### src/hw/rtl/rme_pkg.sv
package rme_pkg;

  // Datapath and instruction field sizes
  localparam int unsigned DataWidth  = 32;
  localparam int unsigned RegCount   = 4;
  localparam int unsigned RegIdxW    = $clog2(RegCount);
  localparam int unsigned ImmWidth   = 16;
  localparam int unsigned FuncWidth  = 4;
  localparam int unsigned OpCount    = 16;
  localparam int unsigned MapWidth   = OpCount * FuncWidth;
  localparam int unsigned QueueDepth = 2;

  // Identity remap of encoded opcodes
  localparam logic [MapWidth-1:0] MapReset = 64'hFEDC_BA98_7654_3210;

  typedef enum logic [FuncWidth-1:0] {
    OP_ADDR = 4'd0,
    OP_ADDI = 4'd1,
    OP_MULR = 4'd2,
    OP_MULI = 4'd3,
    OP_BANR = 4'd4,
    OP_BANI = 4'd5,
    OP_BORR = 4'd6,
    OP_BORI = 4'd7,
    OP_SETR = 4'd8,
    OP_SETI = 4'd9,
    OP_GTIR = 4'd10,
    OP_GTRI = 4'd11,
    OP_GTRR = 4'd12,
    OP_EQIR = 4'd13,
    OP_EQRI = 4'd14,
    OP_EQRR = 4'd15
  } op_e;

  // Decoded instruction passed from front to back
  typedef struct packed {
    op_e                 op;
    logic [ImmWidth-1:0] opa;
    logic [ImmWidth-1:0] opb;
    logic [RegIdxW-1:0]  dest;
  } instr_t;

endpackage

### src/hw/rtl/rme_front.sv
module rme_front (
  input  logic                             clk_i,
  input  logic                             rst_ni,
  input  logic                             cfg_valid_i,
  output logic                             cfg_ready_o,
  input  logic [rme_pkg::MapWidth-1:0]     cfg_data_i,
  input  logic                             in_valid_i,
  output logic                             in_ready_o,
  input  logic [rme_pkg::FuncWidth-1:0]    func_i,
  input  logic [rme_pkg::ImmWidth-1:0]     operand_a_i,
  input  logic [rme_pkg::ImmWidth-1:0]     operand_b_i,
  input  logic [rme_pkg::RegIdxW-1:0]      dest_reg_i,
  output logic                             push_valid_o,
  input  logic                             push_ready_i,
  output rme_pkg::instr_t                  push_instr_o
);

  logic [rme_pkg::MapWidth-1:0] map_q, map_d;

  // Take a map write on every config transfer
  assign cfg_ready_o = 1'b1;

  always_comb begin
    map_d = map_q;
    if (cfg_valid_i) begin
      map_d = cfg_data_i;
    end
  end

  always_ff @(posedge clk_i or negedge rst_ni) begin
    if (!rst_ni) begin
      map_q <= rme_pkg::MapReset;
    end else begin
      map_q <= map_d;
    end
  end

  // Remap the encoded opcode and hand the instruction to the queue
  assign push_valid_o = in_valid_i;
  assign in_ready_o   = push_ready_i;

  always_comb begin
    push_instr_o.op   = rme_pkg::op_e'(map_q[func_i * rme_pkg::FuncWidth +: rme_pkg::FuncWidth]);
    push_instr_o.opa  = operand_a_i;
    push_instr_o.opb  = operand_b_i;
    push_instr_o.dest = dest_reg_i;
  end

endmodule

### src/hw/rtl/rme_queue.sv
module rme_queue (
  input  logic            clk_i,
  input  logic            rst_ni,
  input  logic            push_valid_i,
  output logic            push_ready_o,
  input  rme_pkg::instr_t push_instr_i,
  output logic            pop_valid_o,
  input  logic            pop_ready_i,
  output rme_pkg::instr_t pop_instr_o
);

  localparam int unsigned PtrW = (rme_pkg::QueueDepth > 1) ? $clog2(rme_pkg::QueueDepth) : 1;
  localparam int unsigned CntW = $clog2(rme_pkg::QueueDepth + 1);
  localparam logic [PtrW-1:0] PtrLast = PtrW'(rme_pkg::QueueDepth - 1);
  localparam logic [CntW-1:0] CntFull = CntW'(rme_pkg::QueueDepth);

  rme_pkg::instr_t entries_q [rme_pkg::QueueDepth];
  logic [PtrW-1:0] wr_ptr_q, wr_ptr_d;
  logic [PtrW-1:0] rd_ptr_q, rd_ptr_d;
  logic [CntW-1:0] count_q, count_d;
  logic            push, pop;

  assign push_ready_o = (count_q != CntFull);
  assign pop_valid_o  = (count_q != '0);
  assign pop_instr_o  = entries_q[rd_ptr_q];

  assign push = push_valid_i && push_ready_o;
  assign pop  = pop_valid_o && pop_ready_i;

  // Advance pointers and occupancy
  always_comb begin
    wr_ptr_d = wr_ptr_q;
    rd_ptr_d = rd_ptr_q;
    count_d  = count_q;
    if (push) begin
      wr_ptr_d = (wr_ptr_q == PtrLast) ? '0 : wr_ptr_q + 1'b1;
    end
    if (pop) begin
      rd_ptr_d = (rd_ptr_q == PtrLast) ? '0 : rd_ptr_q + 1'b1;
    end
    if (push && !pop) begin
      count_d = count_q + 1'b1;
    end else if (pop && !push) begin
      count_d = count_q - 1'b1;
    end
  end

  always_ff @(posedge clk_i or negedge rst_ni) begin
    if (!rst_ni) begin
      wr_ptr_q <= '0;
      rd_ptr_q <= '0;
      count_q  <= '0;
    end else begin
      wr_ptr_q <= wr_ptr_d;
      rd_ptr_q <= rd_ptr_d;
      count_q  <= count_d;
    end
  end

  // Store the pushed entry
  always_ff @(posedge clk_i) begin
    if (push) begin
      entries_q[wr_ptr_q] <= push_instr_i;
    end
  end

endmodule

### src/hw/rtl/rme_back.sv
module rme_back (
  input  logic                                                   clk_i,
  input  logic                                                   rst_ni,
  input  logic                                                   pop_valid_i,
  output logic                                                   pop_ready_o,
  input  rme_pkg::instr_t                                        pop_instr_i,
  output logic                                                   out_valid_o,
  input  logic                                                   out_ready_i,
  output logic [rme_pkg::RegCount-1:0][rme_pkg::DataWidth-1:0]   regs_o
);

  logic [rme_pkg::RegCount-1:0][rme_pkg::DataWidth-1:0] regs_q, regs_d;
  logic [rme_pkg::RegCount-1:0][rme_pkg::DataWidth-1:0] out_regs_q;
  logic                                                 out_valid_q, out_valid_d;
  logic                                                 exec;
  logic [rme_pkg::DataWidth-1:0]                        ra, rb, ia, ib, res;
  logic [rme_pkg::DataWidth-1:0]                        mul_b;

  // Execute when the output stage is free or drains this cycle
  assign exec        = pop_valid_i && (!out_valid_q || out_ready_i);
  assign pop_ready_o = exec;

  // Operand fetch and zero-extended immediates
  assign ra = regs_q[pop_instr_i.opa[rme_pkg::RegIdxW-1:0]];
  assign rb = regs_q[pop_instr_i.opb[rme_pkg::RegIdxW-1:0]];
  assign ia = rme_pkg::DataWidth'(pop_instr_i.opa);
  assign ib = rme_pkg::DataWidth'(pop_instr_i.opb);

  assign mul_b = (pop_instr_i.op == rme_pkg::OP_MULR) ? rb : ib;

  // ALU: wrap arithmetic, signed compares give one or zero
  always_comb begin
    res = '0;
    case (pop_instr_i.op)
      rme_pkg::OP_ADDR: res = ra + rb;
      rme_pkg::OP_ADDI: res = ra + ib;
      rme_pkg::OP_MULR,
      rme_pkg::OP_MULI: res = ra * mul_b;
      rme_pkg::OP_BANR: res = ra & rb;
      rme_pkg::OP_BANI: res = ra & ib;
      rme_pkg::OP_BORR: res = ra | rb;
      rme_pkg::OP_BORI: res = ra | ib;
      rme_pkg::OP_SETR: res = ra;
      rme_pkg::OP_SETI: res = ia;
      rme_pkg::OP_GTIR: res = rme_pkg::DataWidth'($signed(ia) > $signed(rb));
      rme_pkg::OP_GTRI: res = rme_pkg::DataWidth'($signed(ra) > $signed(ib));
      rme_pkg::OP_GTRR: res = rme_pkg::DataWidth'($signed(ra) > $signed(rb));
      rme_pkg::OP_EQIR: res = rme_pkg::DataWidth'(ia == rb);
      rme_pkg::OP_EQRI: res = rme_pkg::DataWidth'(ra == ib);
      rme_pkg::OP_EQRR: res = rme_pkg::DataWidth'(ra == rb);
      default:          res = '0;
    endcase
  end

  // Write back the result and snapshot the file into the output stage
  always_comb begin
    regs_d      = regs_q;
    out_valid_d = out_valid_q;
    if (out_ready_i) begin
      out_valid_d = 1'b0;
    end
    if (exec) begin
      regs_d[pop_instr_i.dest] = res;
      out_valid_d              = 1'b1;
    end
  end

  always_ff @(posedge clk_i or negedge rst_ni) begin
    if (!rst_ni) begin
      regs_q      <= '0;
      out_valid_q <= 1'b0;
    end else begin
      regs_q      <= regs_d;
      out_valid_q <= out_valid_d;
    end
  end

  // Hold the result until the output transfer
  always_ff @(posedge clk_i) begin
    if (exec) begin
      out_regs_q <= regs_d;
    end
  end

  assign out_valid_o = out_valid_q;
  assign regs_o      = out_regs_q;

endmodule

### src/hw/rtl/register_machine_executor.sv
// From input transfer to output transfer the instruction is written into the queue,
// then executed from the queue head, which registers the result in the output stage.
// Throughput: one instruction per cycle unless out_ready_i stalls the output stage,
// set by the back-end ALU and write-back; a two-entry queue decouples front and back.
// Reset (asynchronous, active low) clears all registers, empties the queue,
// drops the output stage and loads the identity opcode map.
module register_machine_executor (
  input  logic                                clk_i,
  input  logic                                rst_ni,
  input  logic                                cfg_valid_i,
  output logic                                cfg_ready_o,
  input  logic [rme_pkg::MapWidth-1:0]        cfg_data_i,
  input  logic                                in_valid_i,
  output logic                                in_ready_o,
  input  logic [rme_pkg::FuncWidth-1:0]       func_i,
  input  logic [rme_pkg::ImmWidth-1:0]        operand_a_i,
  input  logic [rme_pkg::ImmWidth-1:0]        operand_b_i,
  input  logic [rme_pkg::RegIdxW-1:0]         dest_reg_i,
  output logic                                out_valid_o,
  input  logic                                out_ready_i,
  output logic signed [31:0]                  reg0_value_o,
  output logic signed [31:0]                  reg1_value_o,
  output logic signed [31:0]                  reg2_value_o,
  output logic signed [31:0]                  reg3_value_o
);

  logic                                                 push_valid, push_ready;
  logic                                                 pop_valid, pop_ready;
  rme_pkg::instr_t                                      push_instr, pop_instr;
  logic [rme_pkg::RegCount-1:0][rme_pkg::DataWidth-1:0] regs;

  rme_front u_front (
    .clk_i        (clk_i),
    .rst_ni       (rst_ni),
    .cfg_valid_i  (cfg_valid_i),
    .cfg_ready_o  (cfg_ready_o),
    .cfg_data_i   (cfg_data_i),
    .in_valid_i   (in_valid_i),
    .in_ready_o   (in_ready_o),
    .func_i       (func_i),
    .operand_a_i  (operand_a_i),
    .operand_b_i  (operand_b_i),
    .dest_reg_i   (dest_reg_i),
    .push_valid_o (push_valid),
    .push_ready_i (push_ready),
    .push_instr_o (push_instr)
  );

  rme_queue u_queue (
    .clk_i        (clk_i),
    .rst_ni       (rst_ni),
    .push_valid_i (push_valid),
    .push_ready_o (push_ready),
    .push_instr_i (push_instr),
    .pop_valid_o  (pop_valid),
    .pop_ready_i  (pop_ready),
    .pop_instr_o  (pop_instr)
  );

  rme_back u_back (
    .clk_i       (clk_i),
    .rst_ni      (rst_ni),
    .pop_valid_i (pop_valid),
    .pop_ready_o (pop_ready),
    .pop_instr_i (pop_instr),
    .out_valid_o (out_valid_o),
    .out_ready_i (out_ready_i),
    .regs_o      (regs)
  );

  // Present the register file snapshot on the result ports
  assign reg0_value_o = $signed(regs[0]);
  assign reg1_value_o = $signed(regs[1]);
  assign reg2_value_o = $signed(regs[2]);
  assign reg3_value_o = $signed(regs[3]);

endmodule
### config.mk
export PLATFORM = sky130hd
export DESIGN_NAME = register_machine_executor
export DESIGN_NICKNAME = d
export VERILOG_FILES = /design/src/hw/rtl/rme_pkg.sv /design/src/hw/rtl/rme_front.sv /design/src/hw/rtl/rme_queue.sv /design/src/hw/rtl/rme_back.sv /design/src/hw/rtl/register_machine_executor.sv
export SDC_FILE = /design/constraint.sdc
export NUM_CORES = 2
export LEC_CHECK = 0
export ABC_AREA = 1
export BUFFER_PORTS_ARGS = -buffer_cell sky130_fd_sc_hd__clkbuf_2
export CAP_MARGIN = 20
export CORE_ASPECT_RATIO = 1.25
export CORE_UTILIZATION = 32
export DETAILED_ROUTE_END_ITERATION = 7
export GPL_ROUTABILITY_DRIVEN = 0
export PLACE_DENSITY_LB_ADDON = 0.12
export SLEW_MARGIN = 20
export SYNTH_ARGS = -nofsm -noshare
export SYNTH_HDL_FRONTEND = slang
export SYNTH_SLANG_ARGS = --single-unit
### constraint.sdc
create_clock -name clk_i -period 9.5 [get_ports clk_i]
set_clock_uncertainty 0.1 [all_clocks]
set_input_delay 0.475 -clock clk_i [delete_from_list [all_inputs] [get_ports clk_i]]
set_output_delay 0.475 -clock clk_i [all_outputs]
set_load 0.03 [all_outputs]
==> Yosys cells after proc, flatten, opt, wreduce, memory -nomap -nowiden <==
Memory sizes are Yosys's and may differ from the RTL's.
Index checks and enable logic that the tools add are counted.
{ "classes": {"bitwise": 4, "n_eq_ne": 19, "addsub": 6, "mux": 18, "shift": 1, "n_mul": 1, "n_reduce_logical": 15, "n_div": 0, "order_cmp": 7} }
{ "op_table": {"columns": ["op", "count"], "rows": [
  ["$pmux W32 S15", 1],
  ["$bmux W32 S2", 2],
  ["$bwmux W128", 1],
  ["$mux W128", 1],
  ["$mux W32", 4],
  ["$demux W32 S2", 1],
  ["$shiftx A64 B7 Y4", 1],
  ["$add A32 B16 Y32", 1],
  ["$add A32 B32 Y32", 1],
  ["$and A32 B16 Y32", 1],
  ["$and A32 B32 Y32", 1],
  ["$eq A16 B32 Y1", 1],
  ["$eq A32 B16 Y1", 1],
  ["$eq A32 B32 Y1", 1],
  ["$eq A4 B4 Y1 const B", 8],
  ["$gt A17 B32 Y1", 1],
  ["$gt A32 B17 Y1", 1],
  ["$gt A32 B32 Y1", 1],
  ["$mul A32 B32 Y32", 1],
  ["$or A32 B16 Y32", 1],
  ["$or A32 B32 Y32", 1],
  ["$eq A4 B3 Y1 const B", 4],
  ["$lt A2 B3 Y1 const B", 3],
  ["$eq A4 B2 Y1 const B", 2],
  ["14 further kinds", 30]
]} }
{ "totals": {"output_inout_bits": 131, "inputBits": 107, "n_memories": 1, "latchBits": 0, "ram_bits": 76, "mem_bits_ro": 0, "regBits": 325} }
{ "mem_list": {"columns": ["name", "words", "word_bits", "rd", "rd_ports_with_merged_regs", "wr", "line", "source"], "rows": [
  ["u_queue.entries_q", 2, 38, 1, 0, 1, "rme_queue.sv:17", "rme_pkg::instr_t entries_q [rme_pkg::QueueDepth];"]
]} }

==> Depth between registers and ports, before layout <==
An unclocked memory read counts as a cell.
{ "depth": {"ltp_word": 8, "mapped_depth": 49, "ltp_nobuf": 45} }

==> Cells and area by module <==
Synthesis repeated with hierarchy kept, for this count alone.
{ "hier_totals": {"hier_cells": 4736, "area_unflattened_um2": 39420.3} }
{ "modules_own_cells": {"columns": ["mod", "cells_per_inst", "seq_area_each_um2", "n_inst", "area_per_inst_um2"], "rows": [
  ["rme_back", 4062, 7071.8, 1, 32997.9],
  ["rme_front", 447, 1641.6, 1, 3447.1],
  ["rme_queue", 227, 2382.3, 1, 2975.4]
]} }

==> Worst setup path after synthesis <==
Ideal clock, no wire load.
{ "synth_path": {"kind": "register to register", "start": "reg u_back.out_valid_q (netlist: u_back.out_valid_o)", "end": "reg u_back.out_regs_q (netlist bit u_back.regs_o[79]), data pin", "t_arrival_ns": 8.826, "required_ns": 9.099, "n_path_buf": 2, "setup_slack_ns": 0.273, "period_less_slack_ns": 9.227, "stages_incl_launch_ff": 11, "path_cell_list": "dfrtp_1 inv_1 nor2_1 a21oi_1 inv_1 or2_2 nor2_1 inv_1 clkbuf_1 clkbuf_1 mux2i_1"} }
{ "synth_lines": {"columns": ["element", "line", "source"], "rows": [
  ["from (decl)", "rme_back.sv:14", "logic out_valid_q, out_valid_d;"],
  ["from (signal assigned)", "rme_back.sv:74", "out_valid_q <= out_valid_d;"],
  ["to (signal assigned)", "rme_back.sv:81", "out_regs_q <= regs_d;"],
  ["to (decl)", "rme_back.sv:13", "logic [rme_pkg::RegCount-1:0][rme_pkg::DataWidth-1:0] out_regs_q;"]
]} }

==> impl_metrics.py <==
metrics = {
    "sta": {
        "max_freq_mhz": 109,
        "period_needed_ns": 9.14,
        "finalSetupViolations": 0,
        "setup_ws_ns": 0.360,
        "worst_pin_slew_ns": 1.26,
        "rsz0062_at_grt": "false",
        "period_share": 0.962,
        "finalMaxSlewViolations": 0,
        "worst_slew_margin_rel": 0.156,
        "hold_viol": 0,
    },
    "synthesis": {
        "ys_ff_latch": 401,
        "synth-async-reset-ratio": 0.491,
        "synth_area_um2": 39400,
        "syn-num-nets": 5501,
        "ys.warnings.count": 0,
        "ys_seq_area_frac": 0.281,
        "ys_types": 66,
        "synth_ff_type": "edfxtp_1",
        "syn_inst": 4669,
        "avgSynthCellArea_um2": 8.44,
        "synth-edff-count": 204,
    },
    "setup_path": {
        "crit_fanout": 27,
        "rrSetupSlack_ns": 0.36,
        "cp_slowest_cell": "dfrtp_4",
        "r2r-start": "u_queue.rd_ptr_q$_DFFE_PN0P_",
        "required_ns": 9.72,
        "r2r-end": "u_back.regs_o[26]$_DFFE_PP_",
        "worstSetupStartpointType": "flop",
        "crit_top_cell": "fa_1",
        "arrival_ns": 9.36,
        "crit_path_max_incr_delay_ns": 0.57,
        "crit_type": "reg2reg",
        "crit_path_end_kind": "flop",
        "ff2ff_path_depth": 37,
    },
    "drt": {
        "drt-wirelength-per-cell_um": 23.6,
        "drc": 0,
        "routed_via_density": 4.99,
        "dr.pass1.iters": 5,
        "first_iter_violations": 2535,
        "antenna_left": 0,
        "via_count": 33400,
        "wl_mm": 158,
    },
    "min_path": {
        "worstHoldPathCells": 3,
        "min_path_type": "in2reg",
        "hold_path_end": "u_front.map_q[36]$_DFFE_PN1P_",
        "min_from": "cfg_data_i[36]",
    },
    "cells_and_area": {
        "fill_cells": 12600,
        "layout.nets": 5902,
        "final_common_cell": "nand2_1",
        "layout_common_cells": "949 x nand2_1, 841 x inv_1, 472 x nor2_1",
        "synthToLayoutAreaGrowth_pct": 15.5,
        "final_layout_size_suffix_gt1_frac": 0.155,
    },
    "global_routing": {
        "grt_pass1_vias": 34000,
        "antenna_found_initial": 0,
        "grt_pass1_wl_mm": 229,
        "grt.total_usage": 0.253,
        "grt_max_degree": 135,
        "overflow": 0,
    },
    "floorplan": {
        "io_pins": 238,
        "die_h_um": 394,
        "start_util": 0.324,
        "rows": 143,
        "core_area_um2": 122000,
        "die_x_um": 316,
        "die_area_um2": 125000,
    },
    "clock_tree": {
        "cts_tree": "built",
        "cts_buffers": 36,
        "clk_path_buf_depth": 3,
        "root_buffer": "clkbuf_16",
        "clk_latency_ns": 0.56,
        "path_clk_slew_ns": 0.07,
        "clock-sinks": 401,
        "cts.htree.levels": 2,
    },
    "placement": {
        "dp_hpwl_mm": 130,
        "dp_slack_ns": -0.00281,
        "io_buffers": 236,
    },
    "status": {
        "status": "finished clean",
    },
    "job": {
        "drv_cap": 0,
    },
}
==> how the worst max path moves through the flow <==
stage                                         from                            to  slack [ns]  cells past startpoint
floorplan           u_back.out_valid_o$_DFFE_PN0P_   u_back.regs_o[79]$_DFFE_PP_        0.27                     10
global placement      u_queue.rd_ptr_q$_DFFE_PN0P_  u_back.regs_o[125]$_DFFE_PP_        0.10                     37
detailed placement    u_queue.rd_ptr_q$_DFFE_PN0P_   u_back.regs_o[93]$_DFFE_PP_      -0.003                     43
CTS                   u_queue.rd_ptr_q$_DFFE_PN0P_  u_back.regs_o[125]$_DFFE_PP_        0.02                     43
global route          u_queue.rd_ptr_q$_DFFE_PN0P_   u_back.regs_o[95]$_DFFE_PP_       0.005                     42
finish                u_queue.rd_ptr_q$_DFFE_PN0P_   u_back.regs_o[26]$_DFFE_PP_        0.36                     37
==> through the flow <==
step | TNS, ns | hold slack, ns | std cells | instance area (µm²) | utilization
after detailed placement | -0.00281 | 0.366 | 6603 | 44100 | 0.362
after floorplan | 0 | 0.0794 | 4669 | 39400 | -
after global routing | 0 | 0.0112 | 6693 | 45500 | 0.374
final | 0 | 0.0212 | 6694 | 45500 | 0.374
after global placement | 0 | 0.361 | 6603 | 44100 | 0.362
after CTS | 0 | 0.000825 | 6688 | 45400 | 0.373
==> final cells by class <==
cell class | count | area, µm² | share of cell area
antenna | 1 | 2.50 | 0.0000549
clock buffer | 43 | 957 | 0.0210
clock inverter | 23 | 201 | 0.00442
inverter | 867 | 3270 | 0.0717
multi-input combinational | 3216 | 24300 | 0.533
sequential | 401 | 11100 | 0.244
tap | 1595 | 2000 | 0.0438
timing repair buffer | 548 | 3760 | 0.0825
==> Yosys cell counts, types with 16 or more instances <==
library cell,number,share of area
fa_1,409,0.21
dfrtp_1,165,0.10
o21ai_0,218,0.028
ha_1,316,0.10
xor2_1,18,0.0040
nand4_1,25,0.0040
or2_2,23,0.0036
a21oi_1,169,0.021
clkbuf_1,103,0.0098
xnor2_1,20,0.0044
buf_1,19,0.0018
nor3_1,26,0.0033
mux2_2,32,0.0091
nor4_1,16,0.0025
a221oi_1,24,0.0053
nand3_1,249,0.032
buf_2,30,0.0038
nor2_1,477,0.045
nand2_2,41,0.0065
mux2i_1,52,0.013
nand2_1,952,0.091
buf_6,17,0.0049
inv_1,847,0.081
edfxtp_1,204,0.16
dfstp_2,32,0.021
o221ai_1,17,0.0038
==> registers in the layout, summed over array words and instances (netlist names) <==
register,cells
u_back.out_valid_o,1
u_back.regs_o,128
u_back.regs_q,128
u_front.map_q,64
u_queue.count_q,2
u_queue.entries_q,76
u_queue.rd_ptr_q,1
u_queue.wr_ptr_q,1
==> per-layer routing <==
layer	GRT usage	share of wire	up-vias
li1	-	-	15400
met1	0.317	0.41	16600
met2	0.435	0.49	1114
met3	0.0218	0.046	260
met4	0.119	0.052	0
met5	0	0	-
==> timing repair <==
action | in CTS | in global routing
hold endpoints to repair | 57 | 0
resized for setup | 0 | 23
hold buffers | 19 | 0
setup buffers | 0 | 5
endpoints found under the setup margin | 0 | 49
==> cells by family after synthesis <==
| group | Yosys count | share of synthesized area |
|---|---|---|
| other | 1 | 0.0000951 |
| AND/OR/NAND/NOR | 1832 | 0.193 |
| flip-flops | 401 | 0.281 |
| multiplexers | 84 | 0.0223 |
| XOR/XNOR | 38 | 0.00844 |
| buffers and inverters | 1052 | 0.106 |
| adder cells (fa/ha/maj) | 725 | 0.308 |
| AO/OA/AOI/OAI | 536 | 0.0802 |
==> critical path: cells and delay by family, from the launching register on <==
kind	cells	cell delay (ns)
and+or+nand+nor	14	1.72
AOI/OAI and AO/OA	2	0.42
adders and majority gates	9	4.28
DFF	1	0.57
buffers and inverters	12	1.76
Power is not shown: default switching activity piles up to over one toggle a cycle in this logic, so the estimate is an artifact.
